**src/rtl/usds_pkg.sv**
```systemverilog
`default_nettype none
// ----------------------------------------------------------------------------
// usds_pkg: shared definitions for the uniform sphere direction sampler
// Widths, constants, cell side-band types and the CORDIC angle table.
// ----------------------------------------------------------------------------
package usds_pkg;

    localparam int FRACTION_BITS_DEF   = 16;
    localparam int ROTATION_STAGES_DEF = 16;

    localparam int IN_W  = 16;
    localparam int OUT_W = 16;

    // Square root of 4*(2^30 - z*z): 34-bit radicand, 17 root bits
    localparam int SQRT_STEPS = 17;
    localparam int RAD_W      = 2 * SQRT_STEPS;
    localparam int ROOT_W     = SQRT_STEPS;
    localparam int REM_W      = SQRT_STEPS + 3;

    localparam int RADIUS_W = 15;
    localparam int ANGLE_W  = 32;
    localparam int GAIN_W   = 32;
    localparam int PROD_W   = RADIUS_W + GAIN_W;

    // Inverse of the infinite-stage CORDIC gain, Q0.32
    localparam logic [GAIN_W-1:0] INV_GAIN_Q32 = 32'h9B74EDA8;

    localparam int SAT_MAG = 32767;

    typedef enum logic [1:0] {
        QUAD_0,
        QUAD_1,
        QUAD_2,
        QUAD_3
    } quad_t;

    typedef struct packed {
        logic signed [IN_W-1:0] z;
        logic [IN_W-1:0]        angle;
    } sq_side_t;

    typedef struct packed {
        logic signed [IN_W-1:0] z;
        quad_t                  quad;
    } rot_side_t;

    // atan(2^-idx) in 2^32-per-turn units
    function automatic logic [ANGLE_W-1:0] stage_angle(input int idx);
        logic [ANGLE_W-1:0] a;
        case (idx)
            0:       a = 32'd536870912;
            1:       a = 32'd316933406;
            2:       a = 32'd167458907;
            3:       a = 32'd85004756;
            4:       a = 32'd42667331;
            5:       a = 32'd21354465;
            6:       a = 32'd10679838;
            7:       a = 32'd5340245;
            8:       a = 32'd2670163;
            9:       a = 32'd1335087;
            10:      a = 32'd667544;
            11:      a = 32'd333772;
            12:      a = 32'd166886;
            13:      a = 32'd83443;
            14:      a = 32'd41722;
            15:      a = 32'd20861;
            16:      a = 32'd10430;
            17:      a = 32'd5215;
            18:      a = 32'd2608;
            19:      a = 32'd1304;
            20:      a = 32'd652;
            21:      a = 32'd326;
            22:      a = 32'd163;
            23:      a = 32'd81;
            24:      a = 32'd41;
            25:      a = 32'd20;
            26:      a = 32'd10;
            27:      a = 32'd5;
            28:      a = 32'd3;
            29:      a = 32'd1;
            30:      a = 32'd1;
            default: a = 32'd0;
        endcase
        return a;
    endfunction

endpackage
`default_nettype wire

```
**src/rtl/usds_sqrt_cell.sv**
```systemverilog
`default_nettype none
// ----------------------------------------------------------------------------
// usds_sqrt_cell: one digit step of a pipelined integer square root
// Consume the top two radicand bits, decide one root bit, register the result.
// ----------------------------------------------------------------------------
module usds_sqrt_cell (
    input  wire                                 clk,
    input  wire                                 rst_n,
    input  wire                                 advance,
    input  wire                                 in_valid,
    input  wire [usds_pkg::RAD_W-1:0]           in_rad,
    input  wire [usds_pkg::REM_W-1:0]           in_rem,
    input  wire [usds_pkg::ROOT_W-1:0]          in_root,
    input  wire usds_pkg::sq_side_t             in_side,
    output logic                                out_valid,
    output logic [usds_pkg::RAD_W-1:0]          out_rad,
    output logic [usds_pkg::REM_W-1:0]          out_rem,
    output logic [usds_pkg::ROOT_W-1:0]         out_root,
    output usds_pkg::sq_side_t                  out_side
);

    logic                           valid_reg;
    logic [usds_pkg::RAD_W-1:0]     rad_reg, rad_next;
    logic [usds_pkg::REM_W-1:0]     rem_reg, rem_next;
    logic [usds_pkg::ROOT_W-1:0]    root_reg, root_next;
    usds_pkg::sq_side_t             side_reg;
    logic [usds_pkg::REM_W-1:0]     rem_sh;
    logic [usds_pkg::REM_W-1:0]     trial;
    logic                           fit;

    always_comb
    begin
        rem_sh    = {in_rem[usds_pkg::REM_W-3:0], in_rad[usds_pkg::RAD_W-1 -: 2]};
        trial     = usds_pkg::REM_W'({in_root, 2'b01});
        fit       = (rem_sh >= trial);
        rem_next  = fit ? (rem_sh - trial) : rem_sh;
        root_next = {in_root[usds_pkg::ROOT_W-2:0], fit};
        rad_next  = {in_rad[usds_pkg::RAD_W-3:0], 2'b00};
    end

    always_ff @(posedge clk or negedge rst_n)
    begin
        if (!rst_n)
        begin
            valid_reg <= 1'b0;
        end
        else if (advance)
        begin
            valid_reg <= in_valid;
        end
    end

    always_ff @(posedge clk)
    begin
        if (advance)
        begin
            rad_reg  <= rad_next;
            rem_reg  <= rem_next;
            root_reg <= root_next;
            side_reg <= in_side;
        end
    end

    assign out_valid = valid_reg;
    assign out_rad   = rad_reg;
    assign out_rem   = rem_reg;
    assign out_root  = root_reg;
    assign out_side  = side_reg;

endmodule
`default_nettype wire

```
**config.mk**
```make
export PLATFORM = sky130hd
export DESIGN_NAME = usds_sqrt_cell
export DESIGN_NICKNAME = d
export VERILOG_FILES = /design/src/rtl/usds_pkg.sv /design/src/rtl/usds_sqrt_cell.sv
export SDC_FILE = /design/constraint.sdc
export NUM_CORES = 1
export LEC_CHECK = 0
export ABC_AREA = 1
export BUFFER_PORTS_ARGS = -buffer_cell sky130_fd_sc_hd__buf_4
export CAP_MARGIN = 10
export CORE_MARGIN = 5
export CORE_UTILIZATION = 28
export CTS_BUF_LIST = sky130_fd_sc_hd__clkbuf_16
export DETAILED_ROUTE_END_ITERATION = 10
export GPL_ROUTABILITY_DRIVEN = 0
export PLACE_DENSITY_LB_ADDON = 0.05
export SLEW_MARGIN = 20
export SYNTH_ARGS = -nofsm -noshare
export SYNTH_HDL_FRONTEND = slang
export SYNTH_SLANG_ARGS = --single-unit
```
**constraint.sdc**
```tcl
create_clock -name clk -period 0.8 [get_ports clk]
set_input_delay 0.16 -clock clk [delete_from_list [all_inputs] [get_ports clk]]
set_output_delay 0.16 -clock clk [all_outputs]
set_load 0.02 [all_outputs]
```
# [After elaboration in Yosys (flattened, before gate mapping)]
# Index checks and enable logic that the tools add are counted.
[classes] n_reduce_logical=0 multipliers=0 n_mux=1 n_lt_le_gt_ge=1 div_mod_pow=0 n_shift=0 addsub=1 eq_ne=0 bitwise=0
[ops] cell="$ge A20 B19 Y1" count=1
[ops] cell="$mux W20" count=1
[ops] cell="$sub A20 B19 Y20" count=1
[word_totals] latchBits=0 romBits=0 reg_bits=102 output_inout_bits=104 mem_count=0 word_cells=9 ramBits=0

# [Logic depth before layout (Yosys ltp)]
[logic_depth] ltp_word=2 ltp_mapped=14

# [Worst setup path after synthesis]
# No wires, ideal clock.
[synth_timing] kind="input to register" from="in in_root[13] (netlist bit)" to="reg rem_reg, in the netlist out_rem[15], data pin" path_slack_ns=-0.811 setup_time_ns=0.253 cell_stages=11 arrival_time_ns=1.358 cell_sequence="inv_1 -> ha_1 -> a21oi_1 -> inv_1 -> nor2_2 -> nor2_1 -> nor2_2 -> nand2_4 -> buf_6 -> nand3_1 -> nand2_1"
[synth_via] elab_chain_cells=2
[synth_rtl] item="start: declaration" line="usds_sqrt_cell.sv:13" source="input wire [usds_pkg::ROOT_W-1:0] in_root,"
[synth_rtl] item="$sub A20 B19 Y20 / $ge A20 B19 Y1 (equally long branches)" line="usds_sqrt_cell.sv:36, usds_sqrt_cell.sv:35"
[synth_rtl] item="$mux W20 (*)" line="usds_sqrt_cell.sv:36" source="rem_next = fit ? (rem_sh - trial) : rem_sh;"
[synth_rtl] item="via rem_next (one bit)" line="usds_sqrt_cell.sv:24" source="logic [usds_pkg::REM_W-1:0] rem_reg, rem_next;"
[synth_rtl] item="end signal: assignment" line="usds_sqrt_cell.sv:58" source="rem_reg <= rem_next;"
[synth_rtl] item="end: declaration" line="usds_sqrt_cell.sv:24"
# Mark *: on every way through the listed nets, which the timed path passes. The rest lies on a longest branch.
# A chain may end at the register's enable or synchronous reset.

# [Worst setup path in the final report]
[layout_timing] from="in in_root[15] (netlist bit)" to="reg rem_reg, in the netlist out_rem[0], data pin"
[layout_via] elab_chain_cells=2
[layout_rtl] item="$ge A20 B19 Y1" line="usds_sqrt_cell.sv:35" source="fit = (rem_sh >= trial);"
[layout_rtl] item="$mux W20" line="usds_sqrt_cell.sv:36"
[layout_rtl] item="via rem_next (one bit)" line="usds_sqrt_cell.sv:24"
# The timed path passes the listed nets, and every way through them passes these cells.

==> metrics.md <==
| Metric | Value |
|---|---|
| Setup CP Type | input port to flop |
| # IOs | 211 |
| Crit path from | in_root[15] |
| Fin. Hold Viols | 0 |
| Layout cells sized above 1 | 0.524 |
| Footprint of the multi-input gates | 0.00194 mm² |
| Max stage delay on crit path | 220 ps |
| Post-Syn Area | 0.00470 mm² |
| Crit-path cells | buf_4 > inv_4 > ha_4 > a21oi_4 > o21a_1 > nand2_2 > nor2_4 > nand2_8 > buf_12 > xor2_1 |
| Slew Limit Fails | 0 |
| Antenna-violating nets left | 0 |
| Critical Path AT | 1450 ps |
| R2r startpoint | out_valid |
| Synth-to-layout area growth | 96.5% |
| GRT Util Overall | 0.151 |
| ANT cells | 0 |
| Pwr Total | 16.5 mW |
| Post-layout util | 0.559 |
| WP data required | 900 ps |
| Maximum clock path buffer count | 2 |
| Fmax | 0.741 GHz |
| Synth Register Bits | 102 |
| Root buf cell | clkbuf_16 |
| Clock skew | 0 ps |
| Slowest cell on crit path | ha_4 |
| Post-synthesis mux area share | 0.00239 |
| Drt initial violations | 116 |
| Largest family of logic cells by synthesized area | simple AND/OR/NAND/NOR gates |
| Hold Crit Class | input port to flop |
| Port-buffer cells | 206 |
| Hold WS | 26.1 ps |
| DR DRC count | 0 |
| RSZ-0062 raised after global routing | yes |
| Total CTS buffers | 9 |
| Routed wire length | 15.0 mm |
| Adder-Cell Fraction of Synth Area | 0.0505 |
| CTS tree | built |
| Violated checks | setup timing |
| H-tree depth | 3 |
| DIE AREA | 0.0195 mm² |
| Startpoint types | input port |
| Final min period | 1350 ps |
| Fillers | 1439 |
| Antenna violations before repair | 0 |
| Layout Cells excl Fill | 1006 |
| Most common cell after layout, fill and taps aside | buf_4 |
| Sequential fraction of the synthesis area | 0.650 |
| FF+latch area | 0.00306 mm² |
| Post-synthesis instance total | 429 |
| CP endpoint kind | flop |
| Largest net degree at the start of global routing | 52 |
| Rows | 47 |
| Mean Syn Cell Area | 11.0 µm² |
| Min-delay src | in_root[8] |
| Synth unique cells | 31 |
| Placed Cells | 906 |
| DP Wirelength | 11.3 mm |
| Post-layout net count | 909 |
| Compound-Gate Fraction of Synth Area | 0.0247 |
| Total core area | 0.0165 mm² |
| Max-Cap Viols | 0 |
| Die Span Y | 140 µm |
| Simple-Gate Fraction of Synth Area | 0.187 |
| Place WS | -1040 ps |
| Status | finished, violations left |
| Fin worst setup slack | -549 ps |
| DR WL/cell | 15.0 µm |
| Drt pass-1 iters | 4 |
| Die width | 140 µm |
| Drt via density | 4.20 |
| Fin area | 0.00924 mm² |
| Yosys warnings | 0 |
| XOR/XNOR Fraction of Synth Area | 0.0205 |
| Clk slew on worst S/H paths | 70 ps |
| Final setup violation count | 123 |
| Placed cell area | 0.00730 mm² |
| First-pass GRT wire length | 23.3 mm |
| Total number of vias | 4225 |
| PwrDens | 1780 mW/mm² |
| Total grt overflow | 0 |
| Leak Pwr | 4.14 nW |
| Commonest cells after routing, fill and taps aside | buf_4, buf_6, edfxtp_1 |
| Vias in the first global route | 4412 |
| CTS sink count | 102 |
| Setup TNS | -34410 ps |
| Clock latency on the worst-skew pair | 340 ps |
| Worst VDD drop | 0.000991 V |
| Initial Util | 0.285 |
| Period utilization | 1.69 |
| Worst-path fanout max | 8 |
==> worst max-delay path: cells and delay by family <==
| kind | cells | cell delay, ps |
|---|---|---|
| adders and majority gates | 1 | 220 |
| buffers and inverters | 3 | 320 |
| AOI/OAI and AO/OA | 2 | 280 |
| xor gates and xnor gates | 1 | 140 |
| and+or+nand+nor | 3 | 310 |
==> path summary, 6_finish.rpt <==
path                                     to  slack, ps  cells past startpoint
worst max-delay path             out_rem[0]       -550                     10
worst min-delay path            out_root[9]         30                      1
worst max register to register    out_valid         30                      1
worst min register to register    out_valid        530                      1
max in group asynchronous         out_valid        570                      2
min in group asynchronous         out_valid        140                      2
==> cell families after synthesis <==
group,after synthesis
xor+xnor,11
buf+inv,69
fa+ha+maj,19
simple gates,205
compound gates,21
other cells,1
flops,102
mux,1
==> area by class of cell <==
cell class | count | area share
clock buffer | 9 | 0.0244
clock inverter | 5 | 0.0116
inverter | 64 | 0.0336
tap | 220 | 0.0298
multi-input combinational | 259 | 0.210
timing repair buffer | 347 | 0.360
sequential | 102 | 0.331
==> power by group <==
part           switching, mW  leakage (nW)  internal [mW]
Sequential             0.226         0.999           6.47
Clock                   1.91         0.162           3.04
Combinational           2.30          2.98           2.50
==> flip-flops by register name (all words and copies together) (netlist names) <==
signal / flops
out_rad: 32
out_rem: 20
out_root: 17
out_side: 32
out_valid: 1
==> cell usage after synthesis <==
master,number,area share
and2_1,1,0.0013
nand3_1,23,0.024
inv_1,57,0.045
xor2_1,8,0.015
a21oi_2,1,0.0019
nor3_1,3,0.0032
nor2_1,22,0.018
nand3_2,2,0.0043
nand2_4,1,0.0024
buf_12,1,0.0043
nand2_2,8,0.011
xnor2_1,3,0.0056
buf_4,2,0.0032
conb_1,1,0.00080
inv_2,6,0.0048
dfrtp_1,1,0.0053
o21bai_1,2,0.0032
ha_1,19,0.051
edfxtp_1,101,0.64
a21oi_1,14,0.015
inv_4,1,0.0013
and3_1,1,0.0013
nand3b_1,4,0.0064
nand2_1,134,0.11
o21a_1,1,0.0016
buf_6,2,0.0048
o21ai_0,3,0.0032
nand4_1,2,0.0027
nor3_2,1,0.0021
mux2_2,1,0.0024
nor2_2,3,0.0040
==> what timing repair did <==
action                                  4_1_cts  5_1_grt
resized for setup                           135       74
cloned                                        0        0
hold buffers                                 79        1
pin swaps                                    13       13
hold endpoints to repair                     79        1
endpoints found under the setup margin      123      123
setup buffers                                 2        4
==> routing by layer <==
metal / GRT usage / wire length, µm / up-vias
met4: 0.0418 / 184 / 0
met2: 0.258 / 7500 / 133
met3: 0.0480 / 914 / 13
li1: - / - / 2121
met5: 0 / 0 / -
met1: 0.184 / 6440 / 1958
No activity file was read; power rests on OpenSTA's default activity.
