**config.mk**
```make
export PLATFORM = sky130hd
export DESIGN_NAME = usds_cordic_cell
export DESIGN_NICKNAME = d
export VERILOG_FILES = /design/src/rtl/usds_pkg.sv /design/src/rtl/usds_cordic_cell.sv
export SDC_FILE = /design/constraint.sdc
export NUM_CORES = 1
export LEC_CHECK = 0
export BUFFER_PORTS_ARGS = -buffer_cell sky130_fd_sc_hd__buf_2
export CAP_MARGIN = 20
export CORE_UTILIZATION = 47
export DETAILED_ROUTE_END_ITERATION = 8
export PLACE_DENSITY = 0.79
export REMOVE_ABC_BUFFERS = 1
export SLEW_MARGIN = 20
export SYNTH_ARGS = -nofsm -noshare
export SYNTH_HDL_FRONTEND = slang
export SYNTH_SLANG_ARGS = --single-unit
```
**constraint.sdc**
```tcl
create_clock -name clk -period 1.3 [get_ports clk]
set_input_delay 0.195 -clock clk [delete_from_list [all_inputs] [get_ports clk]]
set_output_delay 0.195 -clock clk [all_outputs]
set_load 0.02 [all_outputs]
```
**src/rtl/usds_pkg.sv**
```systemverilog
`default_nettype none
// ----------------------------------------------------------------------------
// usds_pkg: shared definitions for the uniform sphere direction sampler
// Widths, constants, cell side-band types and the CORDIC angle table.
// ----------------------------------------------------------------------------
package usds_pkg;

    localparam int FRACTION_BITS_DEF   = 16;
    localparam int ROTATION_STAGES_DEF = 16;

    localparam int IN_W  = 16;
    localparam int OUT_W = 16;

    // Square root of 4*(2^30 - z*z): 34-bit radicand, 17 root bits
    localparam int SQRT_STEPS = 17;
    localparam int RAD_W      = 2 * SQRT_STEPS;
    localparam int ROOT_W     = SQRT_STEPS;
    localparam int REM_W      = SQRT_STEPS + 3;

    localparam int RADIUS_W = 15;
    localparam int ANGLE_W  = 32;
    localparam int GAIN_W   = 32;
    localparam int PROD_W   = RADIUS_W + GAIN_W;

    // Inverse of the infinite-stage CORDIC gain, Q0.32
    localparam logic [GAIN_W-1:0] INV_GAIN_Q32 = 32'h9B74EDA8;

    localparam int SAT_MAG = 32767;

    typedef enum logic [1:0] {
        QUAD_0,
        QUAD_1,
        QUAD_2,
        QUAD_3
    } quad_t;

    typedef struct packed {
        logic signed [IN_W-1:0] z;
        logic [IN_W-1:0]        angle;
    } sq_side_t;

    typedef struct packed {
        logic signed [IN_W-1:0] z;
        quad_t                  quad;
    } rot_side_t;

    // atan(2^-idx) in 2^32-per-turn units
    function automatic logic [ANGLE_W-1:0] stage_angle(input int idx);
        logic [ANGLE_W-1:0] a;
        case (idx)
            0:       a = 32'd536870912;
            1:       a = 32'd316933406;
            2:       a = 32'd167458907;
            3:       a = 32'd85004756;
            4:       a = 32'd42667331;
            5:       a = 32'd21354465;
            6:       a = 32'd10679838;
            7:       a = 32'd5340245;
            8:       a = 32'd2670163;
            9:       a = 32'd1335087;
            10:      a = 32'd667544;
            11:      a = 32'd333772;
            12:      a = 32'd166886;
            13:      a = 32'd83443;
            14:      a = 32'd41722;
            15:      a = 32'd20861;
            16:      a = 32'd10430;
            17:      a = 32'd5215;
            18:      a = 32'd2608;
            19:      a = 32'd1304;
            20:      a = 32'd652;
            21:      a = 32'd326;
            22:      a = 32'd163;
            23:      a = 32'd81;
            24:      a = 32'd41;
            25:      a = 32'd20;
            26:      a = 32'd10;
            27:      a = 32'd5;
            28:      a = 32'd3;
            29:      a = 32'd1;
            30:      a = 32'd1;
            default: a = 32'd0;
        endcase
        return a;
    endfunction

endpackage
`default_nettype wire

```
**src/rtl/usds_cordic_cell.sv**
```systemverilog
`default_nettype none
// ----------------------------------------------------------------------------
// usds_cordic_cell: one rotation-mode CORDIC micro-rotation
// Rotate toward the residual angle by atan(2^-STAGE) and register the vector.
// ----------------------------------------------------------------------------
module usds_cordic_cell #(
    parameter int W     = usds_pkg::FRACTION_BITS_DEF + 3,
    parameter int STAGE = 0
) (
    input  wire                                 clk,
    input  wire                                 rst_n,
    input  wire                                 advance,
    input  wire                                 in_valid,
    input  wire signed [W-1:0]                  in_x,
    input  wire signed [W-1:0]                  in_y,
    input  wire signed [usds_pkg::ANGLE_W-1:0]  in_resid,
    input  wire usds_pkg::rot_side_t            in_side,
    output logic                                out_valid,
    output logic signed [W-1:0]                 out_x,
    output logic signed [W-1:0]                 out_y,
    output logic signed [usds_pkg::ANGLE_W-1:0] out_resid,
    output usds_pkg::rot_side_t                 out_side
);

    localparam logic signed [usds_pkg::ANGLE_W-1:0] STEP_ANGLE =
        usds_pkg::stage_angle(STAGE);

    logic                                   valid_reg;
    logic signed [W-1:0]                    x_reg, x_next;
    logic signed [W-1:0]                    y_reg, y_next;
    logic signed [usds_pkg::ANGLE_W-1:0]    resid_reg, resid_next;
    usds_pkg::rot_side_t                    side_reg;
    logic signed [W-1:0]                    xs;
    logic signed [W-1:0]                    ys;

    always_comb
    begin
        xs = in_x >>> STAGE;
        ys = in_y >>> STAGE;
        if (!in_resid[usds_pkg::ANGLE_W-1])
        begin
            x_next     = in_x - ys;
            y_next     = in_y + xs;
            resid_next = in_resid - STEP_ANGLE;
        end
        else
        begin
            x_next     = in_x + ys;
            y_next     = in_y - xs;
            resid_next = in_resid + STEP_ANGLE;
        end
    end

    always_ff @(posedge clk or negedge rst_n)
    begin
        if (!rst_n)
        begin
            valid_reg <= 1'b0;
        end
        else if (advance)
        begin
            valid_reg <= in_valid;
        end
    end

    always_ff @(posedge clk)
    begin
        if (advance)
        begin
            x_reg     <= x_next;
            y_reg     <= y_next;
            resid_reg <= resid_next;
            side_reg  <= in_side;
        end
    end

    assign out_valid = valid_reg;
    assign out_x     = x_reg;
    assign out_y     = y_reg;
    assign out_resid = resid_reg;
    assign out_side  = side_reg;

endmodule
`default_nettype wire

```
# Word level (Yosys, flattened, before mapping)
# Index checks and enable logic that the tools add are counted.
[classes]
n_mux = 3
addsub = 5
[ops]
columns = ["cell", "n"]
rows = [
  ["19-bit two-way mux", 2],
  ["19-bit subtractor", 2],
  ["32-bit by 31-bit adder with 32-bit output, second input constant", 1],
  ["32-bit two-way mux", 1],
  ["32-bit by 31-bit subtractor with 32-bit output, second input constant", 1],
  ["19-bit adder", 1],
]
[word_totals]
out_inout_bits = 89
ff_bits = 89
wordCells = 14
inputBits = 92

# Depth between registers and ports, before layout
# Gate-level depths: netlist of the first run.
[logic_depth]
word_depth = 2
mapped_depth = 10
depth_no_buf = 10

# Least setup slack after synthesis of the first run
# OpenSTA, ideal clock, no wires.
[synth_path]
path_kind = "input to register"
from = "input in_x[0]"
to = "register x_reg[12], in the netlist out_x[12], data pin"
setup_time_ns = 0.259
t_arrival_ns = 2.229
path_slack_ns = -1.189
path_stages = 10
required_time_ns = 1.041
path_buffers = 0
cell_sequence = "ha_1 -> inv_1 -> fa_1 -> o21ba_1 -> a2111o_1 -> a31o_2 -> o21a_4 -> o31ai_4 -> a21oi_2 -> xnor2_1"
[synth_via]
elab_chain_cells = 2
word_cells_on_any_way = 3
cone_classes = "add/sub (2); mux (1)"
[synth_rtl]
columns = ["item", "line_no", "rtl"]
rows = [
  ["start: declaration", "usds_cordic_cell.sv:14", "input wire signed [W-1:0] in_x,"],
  ["19-bit subtractor or 19-bit adder (tied branches)", "usds_cordic_cell.sv:42, usds_cordic_cell.sv:48", ""],
  ["19-bit two-way mux (*)", "usds_cordic_cell.sv:40", "if (!in_resid[usds_pkg::ANGLE_W-1])"],
  ["via x_next[12]", "usds_cordic_cell.sv:29", "logic signed [W-1:0] x_reg, x_next;"],
  ["end signal: assignment", "usds_cordic_cell.sv:70", "x_reg <= x_next;"],
  ["end: declaration", "usds_cordic_cell.sv:29", ""],
]
# The timed path passes the listed nets; every way through them passes the cells marked *.
# A chain may end at the register's enable or synchronous reset.

# Worst setup path in the final report of the first run
[layout_path]
from = "input in_y[0]"
to = "register x_reg[18], in the netlist out_x[18], data pin"
[layout_via]
elab_chain_cells = 2
word_cells_on_any_way = 3
cone_classes = "add/sub (2); mux (1)"
[layout_rtl]
columns = ["item", "line_no", "rtl"]
rows = [
  ["start: declaration", "usds_cordic_cell.sv:15", "input wire signed [W-1:0] in_y,"],
  ["19-bit subtractor or 19-bit adder (tied branches)", "usds_cordic_cell.sv:42, usds_cordic_cell.sv:48", ""],
  ["19-bit two-way mux (*)", "usds_cordic_cell.sv:40", ""],
  ["via x_next[18]", "usds_cordic_cell.sv:29", ""],
]
# Marks and branches as above.

==> results of run 1 <==
==> cells by family after synthesis <==
kind of cell	share of synthesized area
compound gates	0.1807
xor+xnor	0.05440
fa+ha+maj	0.1452
buf+inv	0.05839
flops	0.4680
mux	0.01821
simple gates	0.07504
==> stage by stage <==
stage / utilization / setup TNS, ns / setup WS [ns] / power (uW)
2_1_floorplan: - / -24.44 / -1.189 / 5222
3_3_place_gp: 0.6795 / -36.30 / -1.471 / 6622
3_5_place_dp: 0.6795 / -38.23 / -1.510 / 6705
4_1_cts: 0.7520 / -21.08 / -1.011 / 9532
5_1_grt: 0.7769 / -25.98 / -1.122 / 10200
6_report: 0.7769 / -24.50 / -1.096 / 9832
==> state kept, by name, summed over array words and instances, names as in the netlist <==
signal     cells
out_y         19
out_valid      1
out_x         18
out_resid     32
out_side      18
==> repair_timing <==
| item | 4_1_cts | 5_1_grt |
|---|---|---|
| gates cloned | 0 | 0 |
| setup endpoints to repair | 33 | 34 |
| setup buffers | 13 | 14 |
| endpoints found under the hold margin | 1 | 0 |
| pin swaps | 47 | 42 |
| gates resized for setup | 105 | 52 |
| hold buffers | 1 | 0 |
==> where the power goes <==
part	leakage, uW	total, uW	internal (uW)	switching (uW)
sequential	0.000863	3650	3550	102
combinational	0.00312	3620	1620	2000
clock	0.000143	2560	1500	1060
total	0.00413	9830	6670	3160
==> synthesized netlist by cell type (3+ instances only) <==
| master | n | area [um^2] |
|---|---|---|
| mux2i_1 | 8 | 80.08 |
| nor3_1 | 6 | 30.03 |
| or3_1 | 4 | 25.02 |
| a31oi_1 | 4 | 25.02 |
| o21a_1 | 8 | 60.06 |
| a211oi_1 | 4 | 30.03 |
| a21oi_1 | 48 | 240.2 |
| buf_2 | 7 | 35.03 |
| nor2b_1 | 7 | 43.79 |
| o211ai_1 | 5 | 37.54 |
| xor2_1 | 3 | 26.28 |
| clkbuf_1 | 11 | 41.29 |
| o21ai_0 | 27 | 135.1 |
| edfxtp_1 | 87 | 2613 |
| nand3_1 | 6 | 30.03 |
| a221oi_1 | 3 | 26.28 |
| inv_1 | 60 | 225.2 |
| a21o_1 | 7 | 52.55 |
| o31ai_1 | 6 | 45.04 |
| ha_1 | 59 | 738.2 |
| nor2_1 | 25 | 93.84 |
| xnor2_1 | 32 | 280.3 |
| nand2_1 | 19 | 71.32 |
| or2_2 | 3 | 18.77 |
| fa_1 | 4 | 80.08 |
| nand2b_1 | 5 | 31.28 |
| o21bai_1 | 7 | 52.55 |
| o31a_1 | 3 | 26.28 |
==> layer usage <==
layer | track usage | share of wire | vias up
met5 | 0 | 0 | -
met4 | 0.1432 | 0.049 | 0
met3 | 0.04246 | 0.072 | 63
met2 | 0.5188 | 0.49 | 311
met1 | 0.3410 | 0.39 | 2657
li1 | - | - | 2548
==> layout make-up <==
type / count / area (um^2)
Timing Repair Buffer: 362 / 2431
Multi-Input combinational cell: 344 / 3196
Clock buffer: 10 / 229.0
Sequential cell: 88 / 2638
Clock inverter: 6 / 68.82
Fill cell: 737 / 2580
Inverter: 61 / 244.0
Tap cell: 143 / 178.9
==> final timing paths <==
| path | slack, ns | to |
|---|---|---|
| max | -1.10 | out_x[18] |
| min | 0.03 | out_side[14] |
| max reg2reg | 0.56 | out_valid |
| min reg2reg | 0.51 | out_valid |
| max in group asynchronous | 1.05 | out_valid |
| min in group asynchronous | 0.17 | out_valid |
==> results.py, run 1 <==
metrics = {
    "run": {
        "drv_cap": 0,
    },
    "cells_and_area": {
        "fin_cells": 1014,
        "nets": 1021,
        "layout_common_cells": "buf_2, buf_4, edfxtp_1",
        "stdcell_area_mm2": 0.008985,
        "mostFrequentLayoutCell": "buf_2",
        "syn2layout_area_growth_pct": 59.44,
        "diodes": 0,
        "drive_above_1_share": 0.5408,
    },
    "sta": {
        "fmax_mhz": 417.4,
        "relSlewSlack": 0.7197,
        "layout_min_cycle_time_ns": 2.396,
        "rsz0062_at_grt": "true",
        "hold_viol_final": 0,
        "setup_viol": 33,
        "setup_slack_ns": -1.096,
        "skew_ns": 0,
        "fin_crit_sh": 1.843,
        "hold_slack_ns": 0.03204,
        "tightestPinTransition_ns": 0.4179,
        "final_max_slew_viol_count": 0,
    },
    "worst_setup_path": {
        "path_cells": "buf_8 > ha_4 > inv_2 > fa_2 > o21ba_4 > a2111o_1 > a31o_4 > o31ai_4 > a21boi_2 > a2bb2oi_2 > xor2_1",
        "crit_path_start_kind": "input pin",
        "cp.depth": 11,
        "critical_path.top_delay_family": "compound AO/OA/AOI/OAI gates",
        "slowest_stage": "a2111o_1",
        "r2r_start": "out_valid",
        "path_class": "input pin to flip-flop",
        "path_buf_inv": 2,
        "r2r.worst_path.cells": 1,
        "worst_ep_arrival_time_ns": 2.47,
        "worstPathRequired_ns": 1.37,
        "worstSetupEndpointType": "flip-flop",
        "path_max_fanout": 4,
        "cp-startpoint": "in_y[0]",
        "cp_slowest_stage_delay_ns": 0.41,
    },
    "detailed_routing": {
        "wirelength_mm": 19.17,
        "ant_nets": 0,
        "drtPass1Iterations": 7,
        "vias": 5579,
        "drt_iter0_drc": 535,
        "via_per_inst": 5.502,
        "drc": 20,
        "post_drt_wl_per_cell_um": 18.91,
    },
    "pwr": {
        "leakagePower_uw": 0.004126,
        "power_density_mw_per_mm2": 1094,
        "peakVddDrop_uv": 731.4,
    },
    "placed_design": {
        "dp.cells": 978,
        "place_area_mm2": 0.007859,
        "io_buffer_count": 180,
        "hpwl_mm": 13.29,
        "gp_congestion": 0.9361,
    },
    "outcome": {
        "outcome": "finished with violations",
        "violations": "design-rule violations, negative setup slack",
    },
    "synth": {
        "synth_cell_types": 62,
        "async_flop_share": 0.01136,
        "synth_cells": 514,
        "ys_seq_elements": 88,
        "synth_ff_type": "edfxtp_1",
        "synth_area_mm2": 0.005635,
        "synth.avg_cell_area_um2": 10.96,
        "ys_warn_count": 0,
        "ys_seq_area_frac": 0.4680,
        "synth-edff-count": 87,
    },
    "global_routing": {
        "grt_max_degree": 40,
        "track_usage": 0.2901,
        "grt_pass1_wl_mm": 28.27,
        "grt_pass1_vias": 5654,
        "gr-total-overflow": 0,
        "antenna_found_initial": 0,
    },
    "floorplanning": {
        "row_count": 39,
        "initial_core_util": 0.4873,
        "dieHeight_um": 111.5,
        "io_pins": 181,
        "die_area_mm2": 0.01243,
        "core-area_mm2": 0.01156,
        "dieWidth_um": 111.5,
    },
    "clock_tree": {
        "cts_buffers": 9,
        "cts_num_sinks": 88,
        "clk_latency_ns": 0.33,
        "cts-root-buf": "clkbuf_16",
        "cts_buffer_depth": 2,
        "cts_tree": "built",
        "clk_pin_slew_ns": 0.07,
        "htree_levels": 3,
    },
    "worst_hold_path": {
        "holdPathStages": 1,
        "min_path_type": "input pin to flip-flop",
        "worstHoldStart": "in_side[14]",
    },
}
No activity file was read; power rests on OpenSTA's default activity.
==> run 2: changes to the inputs <==
--- a/config.mk
+++ b/config.mk
@@ -8,7 +8,7 @@
 export BUFFER_PORTS_ARGS = -buffer_cell sky130_fd_sc_hd__buf_2
 export CAP_MARGIN = 20
-export CORE_UTILIZATION = 47
+export CORE_UTILIZATION = 35
 export DETAILED_ROUTE_END_ITERATION = 8
-export PLACE_DENSITY = 0.79
+export PLACE_DENSITY = 0.63
 export REMOVE_ABC_BUFFERS = 1
 export SLEW_MARGIN = 20
==> constraint.sdc (replaced) <==
create_clock -name clk -period 1.3 [get_ports clk]
set_input_delay 0.195 -clock clk [delete_from_list [all_inputs] [get_ports clk]]
set_output_delay 0.195 -clock clk [all_outputs]
set_load 0.01 [all_outputs]
==> run 2 against run 1 <==
  * The flow finishes with violations (negative setup slack)
  * Sequential power is essentially flat
  * Register-to-register slack about the same
  * Die area rose by 34%
  * Non-clock buffer count fell by 8
  * Largest cell class unchanged
==> results.py, run 2 (synthesis gave the netlist of run 1 again) <==
metrics = {
    "floorplanning": {
        "core-area_mm2": 0.01583,
        "initial_core_util": 0.3560,
        "dieWidth_um": 128.9,
        "die_area_mm2": 0.01661,
        "io_pins": 181,
        "row_count": 46,
        "dieHeight_um": 128.9,
    },
    "clock_tree": {
        "cts_tree": "built",
        "cts_num_sinks": 88,
        "htree_levels": 3,
        "clk_pin_slew_ns": 0.06,
        "cts_buffers": 9,
        "cts-root-buf": "clkbuf_16",
        "cts_buffer_depth": 2,
        "clk_latency_ns": 0.32,
    },
    "pwr": {
        "peakVddDrop_uv": 704.5,
        "seqPwrFrac": 0.379,
        "power_density_mw_per_mm2": 1059,
        "p_int_uw": 6830,
        "power_frac_comb": 0.344,
        "power_uw": 9553,
        "switchingPower_uw": 2722,
        "p_clk_frac": 0.277,
        "switching_share": 0.2850,
        "leakagePower_uw": 0.004107,
    },
    "sta": {
        "fin_crit_sh": 1.790,
        "relSlewSlack": 0.6431,
        "hold_slack_ns": 0.03677,
        "setup_viol": 30,
        "layout_min_cycle_time_ns": 2.327,
        "tightestPinTransition_ns": 0.5305,
        "final_max_slew_viol_count": 0,
        "setup_slack_ns": -1.027,
        "fin_tns_setup_ns": -22.16,
        "hold_viol_final": 0,
        "rsz0062_at_grt": "true",
        "skew_ns": 0,
        "fmax_mhz": 429.8,
    },
    "worst_setup_path": {
        "r2r_end": "out_valid",
        "r2r_start": "out_valid",
        "worstSetupEndpointType": "flip-flop",
        "path_class": "input pin to flip-flop",
        "cp_slowest_stage_delay_ns": 0.41,
        "crit_end": "out_x[18]",
        "crit_path_start_kind": "input pin",
        "r2r_setup_slack_ns": 0.56,
        "worst_ep_arrival_time_ns": 2.40,
        "worstPathRequired_ns": 1.37,
        "path_cells": "buf_8 > ha_4 > inv_2 > fa_2 > o21ba_4 > a2111o_1 > a31o_4 > o31ai_4 > a21boi_2 > a2bb2oi_2 > xor2_1",
        "r2r.worst_path.cells": 1,
        "cp-startpoint": "in_y[0]",
        "path_max_fanout": 5,
        "slowest_stage": "a2111o_1",
    },
    "detailed_routing": {
        "drtPass1Iterations": 5,
        "vias": 5284,
        "drc": 0,
        "drt_iter0_drc": 339,
        "post_drt_wl_per_cell_um": 15.70,
        "wirelength_mm": 16.94,
        "via_per_inst": 4.897,
        "ant_nets": 0,
    },
    "cells_and_area": {
        "drive_above_1_share": 0.5330,
        "nets": 1013,
        "fin_cells": 1079,
        "diodes": 0,
        "fillers": 1321,
        "stdcell_area_mm2": 0.009021,
        "multi_input_area_mm2": 0.003243,
        "mostFrequentLayoutCell": "buf_2",
        "syn2layout_area_growth_pct": 60.08,
        "largest_reg_flops": 32,
        "seq_area_mm2": 0.002638,
        "layout_common_cells": "buf_2, buf_4, edfxtp_1",
    },
    "global_routing": {
        "grt_pass1_vias": 5183,
        "antenna_found_initial": 0,
        "grt_pass1_wl_mm": 26.08,
        "grt_max_degree": 36,
        "track_usage": 0.2024,
        "gr-total-overflow": 0,
    },
    "placed_design": {
        "hpwl_mm": 13.27,
        "io_buffer_count": 180,
        "dp.cells": 1051,
        "gp_congestion": 0.9048,
        "place_area_mm2": 0.007950,
    },
    "outcome": {
        "outcome": "finished with violations",
        "violations": "negative setup slack",
    },
    "worst_hold_path": {
        "min_path_type": "input pin to flip-flop",
    },
    "run": {
        "drv_cap": 0,
    },
}
run 2: cell type report:
cell class	instances	share of cell area
inverters	61	0.02594
flip-flops and latches	88	0.2924
well taps	216	0.02996
multi-input cells	344	0.3595
repair buffers	354	0.2576
clock buffers	11	0.02580
clock inverters	5	0.008877
run 2: metal layers:
metal  global-route usage  up-vias  part of all wire
li1                     -     2531                 -
met1               0.2518     2517              0.42
met2               0.3660      210              0.50
met3              0.01954       26             0.054
met4              0.06851        0             0.018
met5                    0        -                 0
run 2: repair_timing:
item	in CTS	in global routing
hold endpoints to repair	1	0
cloned	0	0
resized for setup	111	36
hold buffers	1	0
buffers inserted	10	7
setup endpoints to repair	32	33
pin swaps	42	29
run 2: how the worst min path moves through the flow:
stage                           start            to  slack, ns  cells after the start
after detailed placement        rst_n     out_valid      -0.03                      1
after global routing      in_resid[0]  out_resid[0]       0.02                      1
after CTS                  in_side[4]   out_side[4]       0.02                      1
final                      in_side[5]   out_side[5]       0.04                      1
after floorplan                 rst_n     out_valid      -0.10                      0
after global placement          rst_n     out_valid      -0.03                      1
run 2: power groups by stage:
stage / Clock, uW / Combinational, uW / Sequential (uW)
global route: 2810 / 3530 / 3660
detailed placement: 0 / 2780 / 3690
floorplan: 0 / 1080 / 3880
global placement: 0 / 2720 / 3680
finish: 2640 / 3280 / 3620
CTS: 2720 / 3110 / 3630
run 2: metrics by stage:
step / utilization / setup WS, ns
after floorplan: - / -1.189
after global placement: 0.5023 / -1.454
after detailed placement: 0.5023 / -1.516
after CTS: 0.5567 / -1.026
after global routing: 0.5700 / -1.081
final: 0.5700 / -1.027
run 2: worst max-delay path, delay by kind of cell:
kind            cells  cell delay [ns]
compound gates      6             1.43
xor+xnor            1             0.14
fa+ha+maj           2             0.52
buf+inv             2             0.12
